[config.mk]
export PLATFORM = sky130hd
export DESIGN_NAME = positional_list_engine
export DESIGN_NICKNAME = d
export VERILOG_FILES = /design/src/rtl/ple_pkg.sv /design/src/rtl/positional_list_engine.sv /design/src/rtl/ple_front.sv /design/src/rtl/ple_back.sv
export SDC_FILE = /design/constraint.sdc
export NUM_CORES = 2
export LEC_CHECK = 0
export ABC_AREA = 0
export BUFFER_PORTS_ARGS = -buffer_cell sky130_fd_sc_hd__buf_2
export CAP_MARGIN = 40
export CORE_MARGIN = 3
export CORE_UTILIZATION = 25
export DETAILED_ROUTE_END_ITERATION = 16
export PLACE_DENSITY = 0.48
export SYNTH_ARGS = -nofsm -noshare
export SYNTH_HDL_FRONTEND = slang
export SYNTH_SLANG_ARGS = --single-unit
[constraint.sdc]
create_clock -name clock -period 7.8 [get_ports clock]
set_input_delay 1.95 -clock clock [delete_from_list [all_inputs] [get_ports clock]]
set_output_delay 1.95 -clock clock [all_outputs]
set_load 0.02 [all_outputs]
[src/rtl/ple_pkg.sv]
// ----------------------------------------------------------------------------
// ple_pkg
// Shared types and constants for the positional list engine.
// ----------------------------------------------------------------------------
package ple_pkg;

   localparam int DEPTH      = 64;
   localparam int ELEM_WIDTH = 32;
   localparam int IDX_W      = $clog2(DEPTH);
   localparam int CNT_W      = $clog2(DEPTH + 1);
   localparam int QDEPTH     = 2;

   typedef enum logic [3:0] {
      CMD_INIT     = 4'd0,
      CMD_DESTROY  = 4'd1,
      CMD_CLEAR    = 4'd2,
      CMD_GET      = 4'd3,
      CMD_LOCATE   = 4'd4,
      CMD_PRIOR    = 4'd5,
      CMD_NEXT     = 4'd6,
      CMD_INSERT   = 4'd7,
      CMD_DELETE   = 4'd8,
      CMD_TRAVERSE = 4'd9
   } cmd_type;

   typedef enum logic [2:0] {
      ST_OK       = 3'd0,
      ST_NOINIT   = 3'd1,
      ST_BADPOS   = 3'd2,
      ST_NOTFOUND = 3'd3,
      ST_NONEIGH  = 3'd4,
      ST_ALREADY  = 3'd5,
      ST_FULL     = 3'd6,
      ST_EMPTY    = 3'd7
   } status_type;

   // one classified transaction handed from front to back
   typedef struct packed {
      cmd_type                cmd;
      logic [7:0]             pos;
      logic [ELEM_WIDTH-1:0]  value;
   } job_type;

   typedef enum logic [3:0] {
      BK_IDLE,
      BK_DISPATCH,
      BK_SEARCH,
      BK_NEIGH,
      BK_GETRD,
      BK_SHIFT_UP,
      BK_SHIFT_DN,
      BK_DELRD,
      BK_TRAV,
      BK_EMIT
   } bk_state_type;

endpackage

[src/rtl/positional_list_engine.sv]
// ----------------------------------------------------------------------------
// positional_list_engine
// Ordered list of signed words with positional and value commands.
//
//   channel  direction  handshake            payload
//   req_     in         req_valid/req_stall  command, position, value
//   rsp_     out        rsp_valid/rsp_stall  status, value_out, found_position,
//                                            list_length, is_initialized, last
//
// Locate, prior, next, insert, delete and traverse walk the element memory word
// by word through its single read and write port; insert moves each word with a
// read and then a write, while delete overlaps the read of one word with the write of another.
// Reset is synchronous and clears the list flags; memory contents are not cleared.
// A stalled result holds the back end, which starts no new command until the
// result has left; the front queue keeps taking requests until it fills.
// ----------------------------------------------------------------------------
module positional_list_engine
   import ple_pkg::*;
(
   input  logic               clock,
   input  logic               reset,
   input  logic               req_valid,
   output logic               req_stall,
   input  logic [3:0]         req_command,
   input  logic [7:0]         req_position,
   input  logic signed [31:0] req_value,
   output logic               rsp_valid,
   input  logic               rsp_stall,
   output logic [2:0]         rsp_status,
   output logic signed [31:0] rsp_value_out,
   output logic [6:0]         rsp_found_position,
   output logic [6:0]         rsp_list_length,
   output logic               rsp_is_initialized,
   output logic               rsp_last
);

   logic    job_valid, job_take;
   job_type job_data;

   ple_front u_front (
      .clock, .reset, .req_valid, .req_stall, .req_command, .req_position,
      .req_value, .job_valid, .job_data, .job_take
   );

   ple_back u_back (
      .clock, .reset, .job_valid, .job_data, .job_take, .rsp_valid, .rsp_stall,
      .rsp_status, .rsp_value_out, .rsp_found_position, .rsp_list_length,
      .rsp_is_initialized, .rsp_last
   );

endmodule

[src/rtl/ple_front.sv]
// ----------------------------------------------------------------------------
// ple_front
// Accepts request transactions, drops unknown commands and queues the rest.
// ----------------------------------------------------------------------------
module ple_front
   import ple_pkg::*;
(
   input  logic                  clock,
   input  logic                  reset,
   input  logic                  req_valid,
   output logic                  req_stall,
   input  logic [3:0]            req_command,
   input  logic [7:0]            req_position,
   input  logic signed [31:0]    req_value,
   output logic                  job_valid,
   output job_type               job_data,
   input  logic                  job_take
);

   localparam int QP_W = $clog2(QDEPTH);

   job_type         q_ff [QDEPTH];
   logic [QP_W-1:0] wp_ff, wp_in, rp_ff, rp_in;
   logic [QP_W:0]   cnt_ff, cnt_in;
   logic            push, pop;
   job_type         incoming;

   assign req_stall = (cnt_ff == (QP_W+1)'(QDEPTH));
   assign incoming.cmd   = cmd_type'(req_command);
   assign incoming.pos   = req_position;
   assign incoming.value = ELEM_WIDTH'(req_value);

   // drop commands beyond traverse
   assign push = req_valid && !req_stall && (req_command <= 4'(CMD_TRAVERSE));
   assign pop  = job_take && job_valid;
   assign job_valid = (cnt_ff != '0);
   assign job_data  = q_ff[rp_ff];

   always_comb begin
      wp_in  = push ? QP_W'(wp_ff + 1'b1) : wp_ff;
      rp_in  = pop  ? QP_W'(rp_ff + 1'b1) : rp_ff;
      cnt_in = cnt_ff + (QP_W+1)'(push) - (QP_W+1)'(pop);
   end

   always_ff @(posedge clock) begin
      if (reset) begin
         wp_ff  <= '0;
         rp_ff  <= '0;
         cnt_ff <= '0;
      end else begin
         wp_ff  <= wp_in;
         rp_ff  <= rp_in;
         cnt_ff <= cnt_in;
      end
      if (push) q_ff[wp_ff] <= incoming;
   end

endmodule

[src/rtl/ple_back.sv]
// ----------------------------------------------------------------------------
// ple_back
// Executes list commands on the element memory, one command at a time.
// ----------------------------------------------------------------------------
module ple_back
   import ple_pkg::*;
(
   input  logic                  clock,
   input  logic                  reset,
   input  logic                  job_valid,
   input  job_type               job_data,
   output logic                  job_take,
   output logic                  rsp_valid,
   input  logic                  rsp_stall,
   output logic [2:0]            rsp_status,
   output logic signed [31:0]    rsp_value_out,
   output logic [6:0]            rsp_found_position,
   output logic [6:0]            rsp_list_length,
   output logic                  rsp_is_initialized,
   output logic                  rsp_last
);

   logic [ELEM_WIDTH-1:0] mem [DEPTH];
   logic [ELEM_WIDTH-1:0] rd_ff;

   bk_state_type state_ff, state_in;
   job_type      job_ff;
   logic [CNT_W-1:0] count_ff, count_in;
   logic             exists_ff, exists_in;
   logic [CNT_W-1:0] i_ff, i_in;
   logic             pend_ff, pend_in;   // read data valid in rd_ff

   // output register
   logic             ov_ff, ov_in;
   status_type       ost_ff, ost_in;
   logic [ELEM_WIDTH-1:0] oval_ff, oval_in;
   logic [6:0]       ofp_ff, ofp_in;
   logic             olast_ff, olast_in;

   logic             rd_en, wr_en;
   logic [IDX_W-1:0] rd_addr, wr_addr;
   logic [ELEM_WIDTH-1:0] wr_data;
   logic [CNT_W-1:0] posc;
   logic             out_free;

   // clamp large positions to a value that is out of range for every command
   assign posc     = (job_ff.pos > 8'(DEPTH + 1)) ? CNT_W'(DEPTH + 2) : CNT_W'(job_ff.pos);
   assign out_free = !ov_ff || !rsp_stall;

   // memory: one write and one registered read per cycle
   always_ff @(posedge clock) begin
      if (wr_en) mem[wr_addr] <= wr_data;
      if (rd_en) rd_ff <= mem[rd_addr];
   end

   // next state
   always_comb begin
      state_in = state_ff;
      unique case (state_ff)
         BK_IDLE:     if (job_valid && !ov_ff) state_in = BK_DISPATCH;
         BK_DISPATCH: begin
            priority if (job_ff.cmd == CMD_INIT || !exists_ff) state_in = BK_EMIT;
            else begin
               unique case (job_ff.cmd)
                  CMD_GET:
                     state_in = (count_ff != '0 && posc >= 1 && posc <= count_ff)
                                ? BK_GETRD : BK_EMIT;
                  CMD_LOCATE, CMD_PRIOR, CMD_NEXT:
                     state_in = (count_ff != '0) ? BK_SEARCH : BK_EMIT;
                  CMD_INSERT:
                     state_in = (posc >= 1 && posc <= count_ff + 1'b1 &&
                                 count_ff < CNT_W'(DEPTH)) ? BK_SHIFT_UP : BK_EMIT;
                  CMD_DELETE:
                     state_in = (count_ff != '0 && posc >= 1 && posc <= count_ff)
                                ? BK_DELRD : BK_EMIT;
                  CMD_TRAVERSE:
                     state_in = (count_ff != '0) ? BK_TRAV : BK_EMIT;
                  default: state_in = BK_EMIT;
               endcase
            end
         end
         BK_SEARCH: begin
            if (pend_ff && rd_ff == job_ff.value) begin
               if (job_ff.cmd == CMD_LOCATE) state_in = BK_EMIT;
               else if (job_ff.cmd == CMD_PRIOR)
                  state_in = (i_ff == CNT_W'(1)) ? BK_EMIT : BK_NEIGH;
               else state_in = (i_ff >= count_ff) ? BK_EMIT : BK_NEIGH;
            end else if (pend_ff && i_ff >= count_ff) state_in = BK_EMIT;
         end
         BK_NEIGH:    if (pend_ff) state_in = BK_EMIT;
         BK_GETRD:    if (pend_ff) state_in = BK_EMIT;
         BK_SHIFT_UP: if (i_ff < posc || (i_ff == posc && !pend_ff && i_ff != count_ff
                                           && 1'b0)) state_in = BK_EMIT;
                      else if (i_ff == posc - 1'b1) state_in = BK_EMIT;
         BK_DELRD:    if (pend_ff && i_ff >= count_ff) state_in = BK_EMIT;
         BK_TRAV:     if (out_free && pend_ff && i_ff == count_ff) state_in = BK_IDLE;
         BK_EMIT:     if (out_free) state_in = BK_IDLE;
         default:     state_in = BK_IDLE;
      endcase
   end

   // datapath and outputs
   always_comb begin
      count_in  = count_ff;
      exists_in = exists_ff;
      i_in      = i_ff;
      pend_in   = 1'b0;
      rd_en     = 1'b0;
      rd_addr   = '0;
      wr_en     = 1'b0;
      wr_addr   = '0;
      wr_data   = job_ff.value;
      job_take  = 1'b0;
      ov_in     = ov_ff && rsp_stall;
      ost_in    = ost_ff;
      oval_in   = oval_ff;
      ofp_in    = ofp_ff;
      olast_in  = olast_ff;
      unique case (state_ff)
         // wait until the last result has left before starting the next job
         BK_IDLE: job_take = job_valid && !ov_ff;
         BK_DISPATCH: begin
            ost_in  = ST_OK;
            oval_in = '0;
            ofp_in  = '0;
            olast_in = 1'b1;
            priority if (job_ff.cmd == CMD_INIT) begin
               if (exists_ff) ost_in = ST_ALREADY;
               else begin
                  exists_in = 1'b1;
                  count_in  = '0;
               end
            end else if (!exists_ff) ost_in = ST_NOINIT;
            else begin
               unique case (job_ff.cmd)
                  CMD_DESTROY: begin
                     exists_in = 1'b0;
                     count_in  = '0;
                  end
                  CMD_CLEAR: count_in = '0;
                  CMD_GET, CMD_DELETE: begin
                     if (count_ff == '0) ost_in = ST_EMPTY;
                     else if (posc < 1 || posc > count_ff) ost_in = ST_BADPOS;
                     i_in = posc - 1'b1;
                  end
                  CMD_LOCATE, CMD_PRIOR, CMD_NEXT: begin
                     ost_in = ST_NOTFOUND;
                     i_in   = '0;
                  end
                  CMD_INSERT: begin
                     if (posc < 1 || posc > count_ff + 1'b1) ost_in = ST_BADPOS;
                     else if (count_ff >= CNT_W'(DEPTH)) ost_in = ST_FULL;
                     i_in = count_ff;
                  end
                  CMD_TRAVERSE: begin
                     if (count_ff == '0) ost_in = ST_EMPTY;
                     i_in = '0;
                  end
                  default: ;
               endcase
            end
         end
         BK_SEARCH: begin
            // walk forward, compare the word read last cycle
            if (pend_ff && rd_ff == job_ff.value) begin
               if (job_ff.cmd == CMD_LOCATE) begin
                  ost_in = ST_OK;
                  ofp_in = 7'(i_ff);
               end else if (job_ff.cmd == CMD_PRIOR) begin
                  if (i_ff == CNT_W'(1)) ost_in = ST_NONEIGH;
                  else begin
                     rd_en   = 1'b1;
                     rd_addr = IDX_W'(i_ff - 2'd2);
                     pend_in = 1'b1;
                  end
               end else begin
                  if (i_ff >= count_ff) ost_in = ST_NONEIGH;
                  else begin
                     rd_en   = 1'b1;
                     rd_addr = IDX_W'(i_ff);
                     pend_in = 1'b1;
                  end
               end
            end else if (!(pend_ff && i_ff >= count_ff)) begin
               rd_en   = 1'b1;
               rd_addr = IDX_W'(i_ff);
               pend_in = 1'b1;
               i_in    = i_ff + 1'b1;
            end
         end
         BK_NEIGH, BK_GETRD: begin
            if (!pend_ff) begin
               rd_en   = 1'b1;
               rd_addr = IDX_W'(i_ff);
               pend_in = 1'b1;
            end else begin
               ost_in  = ST_OK;
               oval_in = rd_ff;
            end
            if (state_ff == BK_NEIGH) i_in = i_ff;
         end
         BK_SHIFT_UP: begin
            // move elements up, read i-1 then write it at i
            if (i_ff == posc - 1'b1) begin
               wr_en    = 1'b1;
               wr_addr  = IDX_W'(i_ff);
               wr_data  = job_ff.value;
               count_in = count_ff + 1'b1;
            end else if (!pend_ff) begin
               rd_en   = 1'b1;
               rd_addr = IDX_W'(i_ff - 1'b1);
               pend_in = 1'b1;
            end else begin
               wr_en   = 1'b1;
               wr_addr = IDX_W'(i_ff);
               wr_data = rd_ff;
               i_in    = i_ff - 1'b1;
            end
         end
         BK_DELRD: begin
            // first read captures the removed word, then shift down
            if (!pend_ff) begin
               rd_en   = 1'b1;
               rd_addr = IDX_W'(i_ff);
               pend_in = 1'b1;
               i_in    = i_ff + 1'b1;
            end else begin
               if (i_ff == posc) oval_in = rd_ff;
               else begin
                  wr_en   = 1'b1;
                  wr_addr = IDX_W'(i_ff - 2'd2);
                  wr_data = rd_ff;
               end
               if (i_ff >= count_ff) count_in = count_ff - 1'b1;
               else begin
                  rd_en   = 1'b1;
                  rd_addr = IDX_W'(i_ff);
                  pend_in = 1'b1;
                  i_in    = i_ff + 1'b1;
               end
            end
         end
         BK_TRAV: begin
            if (!pend_ff) begin
               rd_en   = 1'b1;
               rd_addr = IDX_W'(i_ff);
               pend_in = 1'b1;
               i_in    = i_ff + 1'b1;
            end else if (out_free) begin
               ov_in    = 1'b1;
               ost_in   = ST_OK;
               oval_in  = rd_ff;
               olast_in = (i_ff == count_ff);
               if (i_ff < count_ff) begin
                  rd_en   = 1'b1;
                  rd_addr = IDX_W'(i_ff);
                  pend_in = 1'b1;
               end
               i_in = i_ff + 1'b1;
            end else pend_in = 1'b1;
         end
         BK_EMIT: if (out_free) ov_in = 1'b1;
         default: ;
      endcase
   end

   always_ff @(posedge clock) begin
      if (reset) begin
         state_ff  <= BK_IDLE;
         count_ff  <= '0;
         exists_ff <= 1'b0;
         pend_ff   <= 1'b0;
         ov_ff     <= 1'b0;
      end else begin
         state_ff  <= state_in;
         count_ff  <= count_in;
         exists_ff <= exists_in;
         pend_ff   <= pend_in;
         ov_ff     <= ov_in;
      end
      i_ff     <= i_in;
      ost_ff   <= ost_in;
      oval_ff  <= oval_in;
      ofp_ff   <= ofp_in;
      olast_ff <= olast_in;
      if (job_take) job_ff <= job_data;
   end

   // drive the result channel; length is the current count
   assign rsp_valid          = ov_ff;
   assign rsp_status         = ost_ff;
   assign rsp_value_out      = 32'(signed'(oval_ff));
   assign rsp_found_position = ofp_ff;
   assign rsp_list_length    = 7'(count_ff);
   assign rsp_is_initialized = exists_ff;
   assign rsp_last           = olast_ff;

endmodule
Yosys cells after proc, flatten, opt, wreduce, memory -nomap -nowiden. Memories as Yosys holds them, arrays and structs flattened. A register that Yosys moved wholly into a read port is not among the register bits. Cells that the tools add are included.

Register bits: 68. Bits in latches: 0. Bits in writable memories: 2136. ROM bits: 0. Bits of input ports: 48. Output and inout bits: 53. Word-level logic and storage cells: 259. Memories: 2.

Memories: u_back.mem (words 64, width 32, rd ports 1, clocked after Yosys merged registers in 1, write ports 1, line ple_back.sv:23) `logic [ELEM_WIDTH-1:0] mem [DEPTH];`; u_front.q_ff (words 2, width 44, rd ports 1, clocked after Yosys merged registers in 1, write ports 1, line ple_front.sv:22) `job_type q_ff [QDEPTH];`.

Add/sub/neg operators: 10. $mul: 0. Divide/modulo/power cells: 0. Magnitude comparators: 13. Equality and inequality tests: 50. Shifts and indexed selects: 0. Muxes and demuxes: 127. Bitwise logic cells: 0. Reduce and logical (&&, ||, !) cells: 44.

Operators by type and width (number): 2-to-1 mux 32 bit (9); 2-to-1 mux 7 bit (20); one-hot mux 32 bit (4 select lines) (1); 2-to-1 mux 6 bit (17); 2-to-1 mux 4 bit (17); one-hot mux 32 bit (2 select lines) (1); 2-to-1 mux 3 bit (15); one-hot mux 7 bit (3 select lines) (2); one-hot mux 7 bit (5 select lines) (1); == test 32 bit (1); one-hot mux 4 bit (8 select lines) (1); 2-to-1 mux 1 bit (31); one-hot mux 6 bit (5 select lines) (1); == test 4 x 3 -> 1 bit (second input constant) (7); inequality test 2 x 1 -> 1 bit (second input constant) (14); one-hot mux 3 bit (4 select lines) (2); == test 7 bit (3); subtractor 7 x 1 -> 7 bit (second input constant) (3); one-hot mux 4 bit (5 select lines) (1); == test 4 x 2 -> 1 bit (second input constant) (4); == test 4 bit (second input constant) (4); adder 7 x 1 -> 7 bit (second input constant) (2); greater-than comparator 7 bit (2); less-or-equal comparator 7 bit (2); other kinds (45) (83).

Longest topological paths before layout.
Word-level depth: 10. Depth in mapped cells: 23. Depth with buffers taken out: 18.

Cells and area by module. Synthesis repeated with hierarchy kept, for this count alone.

Cells, all modules: 5541. Area total of the unflattened synthesis: 89299.4 µm².

By module, submodules not included: ple_back (instances 1, cells each 5377, area an instance 85684.7 µm², seq. area each 65562.9 µm²); ple_front (instances 1, cells each 164, area an instance 3614.7 µm², seq. area each 2742.6 µm²).

Worst setup path after synthesis. Ideal clock, no wire load.

Kind: reg-to-reg. Start: register, netlist name u_back.job_ff[36]. End: memory u_back.mem[0][10], data pin. Setup time: 0.702 ns. Data arrival time: 6.000 ns. Required time: 7.098 ns. Setup slack: 1.097 ns. Cell stages (with the launch flop): 16. Period minus slack after synthesis: 6.703 ns. Path through: edfxtp_1 nor4_4 a21oi_2 or2_2 inv_1 ha_1 clkbuf_1 xor2_1 and3_1 o22ai_1 or4_1 clkbuf_1 a21oi_1 a211oi_1 clkbuf_1 o21ai_0.

Word-level cells in the longest chain between the ends: 6.

RTL lines: greater-than comparator 8 x 7 -> 1 bit (line ple_back.sv:47) `assign posc = (job_ff.pos > 8'(DEPTH + 1)) ? CNT_W'(DEPTH + 2) : CNT_W'(job_ff.pos);`; 2-to-1 mux 7 bit (*) (line ple_back.sv:47); subtractor 7 x 1 -> 7 bit or == test 7 bit (tied branches); == test 7 bit or 2-to-1 mux 32 bit (tied branches) (line ple_back.sv:204, ple_back.sv:228); 2-to-1 mux 32 bit (on tied branches) (line ple_back.sv:204, ple_back.sv:222); one-hot mux 32 bit (2 select lines) (*) (line ple_back.sv:119) `unique case (state_ff)`; net u_back.wr_data[10] (line ple_back.sv:42) `logic [ELEM_WIDTH-1:0] wr_data;`; end, declared (line ple_back.sv:23).

Mark *: on every way through the listed nets, which the timed path passes. The rest lies on a longest branch.

Final worst setup path.
Start: register, netlist name u_back.job_ff[37]. End: register u_back.rd_ff[14] (read register of u_back.mem), data pin.

Word-level cells in the longest chain between the ends: 6.

RTL lines: greater-than comparator 8 x 7 -> 1 bit (line ple_back.sv:47); 2-to-1 mux 7 bit (*) (line ple_back.sv:47); subtractor 7 x 1 -> 7 bit (*) (line ple_back.sv:204) `if (i_ff == posc - 1'b1) begin`; == test 7 bit (*) (line ple_back.sv:204); 2-to-1 mux 6 bit or 2-to-1 mux 1 bit (tied branches) (line ple_back.sv:204); one-hot mux 6 bit (5 select lines) or one-hot mux 1 bit (5 select lines) (tied branches) (line ple_back.sv:119); end, declared (line ple_back.sv:24) `logic [ELEM_WIDTH-1:0] rd_ff;`.

Mark *: on every way between the ends. The rest lies on a longest branch, timed or not. A chain may end at the register's enable or synchronous reset.

==> impl_metrics.tcl <==
set metrics [dict create \
    synth_xor_area_frac 0.004524 \
    cell_internal_pwr_uw 23310 \
    grt_pass1_wl_um 449800 \
    synth_top_area_share 0.7309 \
    dp_hpwl_um 183400 \
    synth_warnings 0 \
    syn_inst 7044 \
    syn_area_per_cell_um2 13.19 \
    vias 61730 \
    drc_errors 0 \
    status "completed" \
    synth_top_family_by_area "simple AND/OR/NAND/NOR gates" \
    fin_util 0.2959 \
    clockBufferDepth 4 \
    drt_pre_antenna_iters 5 \
    routed_via_density 5.011 \
    crit_arrival_ps 7370 \
    maxCapViolations 0 \
    die_x_um 615.7 \
    pwr-share-comb 0.213 \
    finalSetupViolCount 0 \
    portBuffers 100 \
    cts_buffers 242 \
    synth-adder-area-share 0.005520 \
    seq_power_share 0.454 \
    syn-num-nets 7133 \
    tightest_slew_ps 980.0 \
    cts_tree "yes" \
    pwr-share-clk 0.333 \
    min_period_ps 6596 \
    grt_max_degree 141 \
    crit_required_ps 8570 \
    syn_to_final_growth_pct 17.64 \
    synth-seq-area-share 0.7348 \
    ys.flop_type "edfxtp_1" \
    htreeDepth 4 \
    finClkSkew_ps 79.74 \
    fillers 37330 \
    clkTransAtPathRegs_ps 60 \
    ys_ff_latch 2280 \
    wl_um 316100 \
    finalSetupTns_ps 0 \
    routedWlPerCell_um 25.65 \
    start_util 0.2516 \
    synthTopCellsByArea "edfxtp_1 73%, nand2_1 7.8%, nand4_1 6.5%" \
    swShare 0.3125 \
    fin_crit_sh 0.8456 \
    nNetsFinal 7258 \
    ys_async_sr_fraction 0 \
    criticalPathCategory "flop to flop" \
    post-cts-setup-buffers 0 \
    fmax_mhz 151.6 \
    grt_pass1_vias 59550 \
    detail-route-antenna-nets 0 \
    synth_compound_area_frac 0.04691 \
    place.gp.congestion 0.8612 \
    worstSetupEndpointType "flop" \
    hold_viol_final 0 \
    cts_hold_buf 0 \
    grt_overflow 0 \
    drv_slew 0 \
    synth_edf_count 2262 \
    cts-resized-gates 0 \
    hold_class "flop to flop" \
    max-vdd-ir-drop_mv 0.2565 \
    num_rows 223 \
    ios 101 \
    drtIter0Drc 6920 \
    worstSetupStartpointType "flop" \
    clock-sinks 2280 \
    multi_input_area_um2 23120 \
    grt_util_all_layers 0.1604 \
    layout-drive-gt1-share 0.1286 \
    seq_area_um2 68290 \
    yosys.area_share.simple 0.1705 \
    synth_area_um2 92930 \
    antenna_found_initial 12 \
    rsz0062_at_grt "false" \
    synth_top_cell_by_area "edfxtp_1" \
    die_h_um 615.7 \
    synth_cell_types 78 \
    crit_fanout 35 \
    p_sw_uw 10590 \
    relSlewSlack 0.3466 \
    synthMuxAreaShare 0.01264 \
    leakagePower_uw 0.03486 \
    clk-insertion-delay-late_ps 930 \
    die-area_um2 379100 \
    ctsRootBufferMaster "clkbuf_16" \
    fp.coreArea_um2 369400 \
    p_per_area_nw_per_um2 310.1 \
]
## sequential cells by signal (all words and copies together), names as in the netlist, 2 cells and up
signal                     cells
u_back.i_ff                    7
u_back.job_ff                 44
u_back.mem                  2048
u_back.rd_ff                  32
u_back.rsp_found_position      7
u_back.rsp_list_length         7
u_back.rsp_status              3
u_back.rsp_value_out          32
u_back.state_ff                4
u_front.cnt_ff                 2
u_front.q_ff                  88
## cells by family after synthesis
| logic type | count (synthesis) |
|---|---|
| buffers and inverters | 562 |
| multiplexers | 108 |
| flip-flops | 2280 |
| AO/OA/AOI/OAI | 565 |
| adder cells (fa/ha/maj) | 41 |
| AND/OR/NAND/NOR | 3440 |
| XOR/XNOR | 48 |
## worst max-delay path: stages (launching register included)
cell      delay, ps
edfxtp_1        520
nor4_4          480
a21oi_2         170
or2_2           340
inv_1           120
ha_1            420
xor2_1          170
and3_1          240
o22ai_1         250
or4_1           390
o221a_4         830
buf_4           470
buf_4           410
nand2_1         100
nand4_1         120
a41oi_2         170
nor4_1          670
buf_2           290
buf_4           150
o311a_1         160
## power groups by stage
stage,logic (uW),clock network (uW),registers [uW]
final,7210,11300,15400
after floorplan,3510,0,15600
after CTS,7200,11500,15400
after global routing,7610,12000,15400
after detailed placement,7170,0,15700
after global placement,6820,0,15700
## final timing paths
kind / from / endpoint / slack [ps] / depth (start not counted)
max: u_back.job_ff[37] / u_back.rd_ff[14] / 1200 / 19
min reg2reg: u_front.q_ff[1][7] / u_back.job_ff[7] / 540 / 1
min: u_front.q_ff[1][7] / u_back.job_ff[7] / 540 / 1
max reg2reg: u_back.job_ff[37] / u_back.rd_ff[14] / 1200 / 19
## cell usage in the layout (no fill, tap or decap), drive strengths merged, types with 39 or more instances in the layout
cell     Yosys  routed
a21oi      126     126
a41oi      130     130
buf        182     399
clkbuf     338     296
clkinv       1     108
edfxtp    2262    2262
ha          41      41
inv         41      47
mux2        75      75
nand2     1927    1927
nand4      971     971
nor2       344     344
nor2b       44      44
nor4        39      39
o2111ai     68      68
o21ai       77      77
xnor2       43      43
## metrics by stage
| stage | instances | hold WS [ps] | instance area (um2) | power (uW) | setup slack (ps) |
|---|---|---|---|---|---|
| detailed placement | 11870 | 531.6 | 101700 | 22830 | 1279 |
| floorplan | 7044 | 499.2 | 92930 | 19070 | 1097 |
| finish | 12320 | 542.1 | 109300 | 33900 | 1204 |
| CTS | 12310 | 546.8 | 109300 | 34100 | 1280 |
| global route | 12320 | 560.8 | 109300 | 35020 | 849.3 |
| global placement | 11820 | 520.1 | 100600 | 22510 | 507.0 |
## synthesized netlist by cell type, drive strengths merged (6+ instances only)
| library cell | n |
|---|---|
| xnor2 | 43 |
| ha | 41 |
| o221ai | 8 |
| a21o | 7 |
| a31oi | 10 |
| mux2i | 33 |
| nor2b | 44 |
| a211oi | 12 |
| inv | 41 |
| nor3 | 29 |
| nand4 | 971 |
| nor2 | 344 |
| a21oi | 126 |
| nand3 | 24 |
| dfxtp | 18 |
| a41oi | 130 |
| o31ai | 6 |
| nand2 | 1927 |
| and2 | 6 |
| nor4 | 39 |
| nand2b | 17 |
| edfxtp | 2262 |
| buf | 182 |
| o22ai | 8 |
| o211ai | 6 |
| a22oi | 33 |
| o21ai | 77 |
| mux2 | 75 |
| a221oi | 7 |
| o2111ai | 68 |
| o311a | 32 |
| and3 | 11 |
| clkbuf | 338 |
## metal layers
metal,global-route usage,vias up,share of wire
met5,0,-,0.000073
met4,0.05092,4,0.033
met3,0.02166,474,0.066
met2,0.2623,2442,0.47
li1,-,26900,-
met1,0.2196,31910,0.43
## cell type report
cell class | count | area share
Tap cell | 4950 | 0.05665
Clock inverter | 144 | 0.01159
Multi-Input combinational cell | 4202 | 0.2114
Inverter | 42 | 0.001442
Sequential cell | 2280 | 0.6246
Clock buffer | 295 | 0.05828
Antenna cell | 6 | 0.0001373
Timing Repair Buffer | 401 | 0.03580
Note: power is estimated with default switching activity, not from simulation.
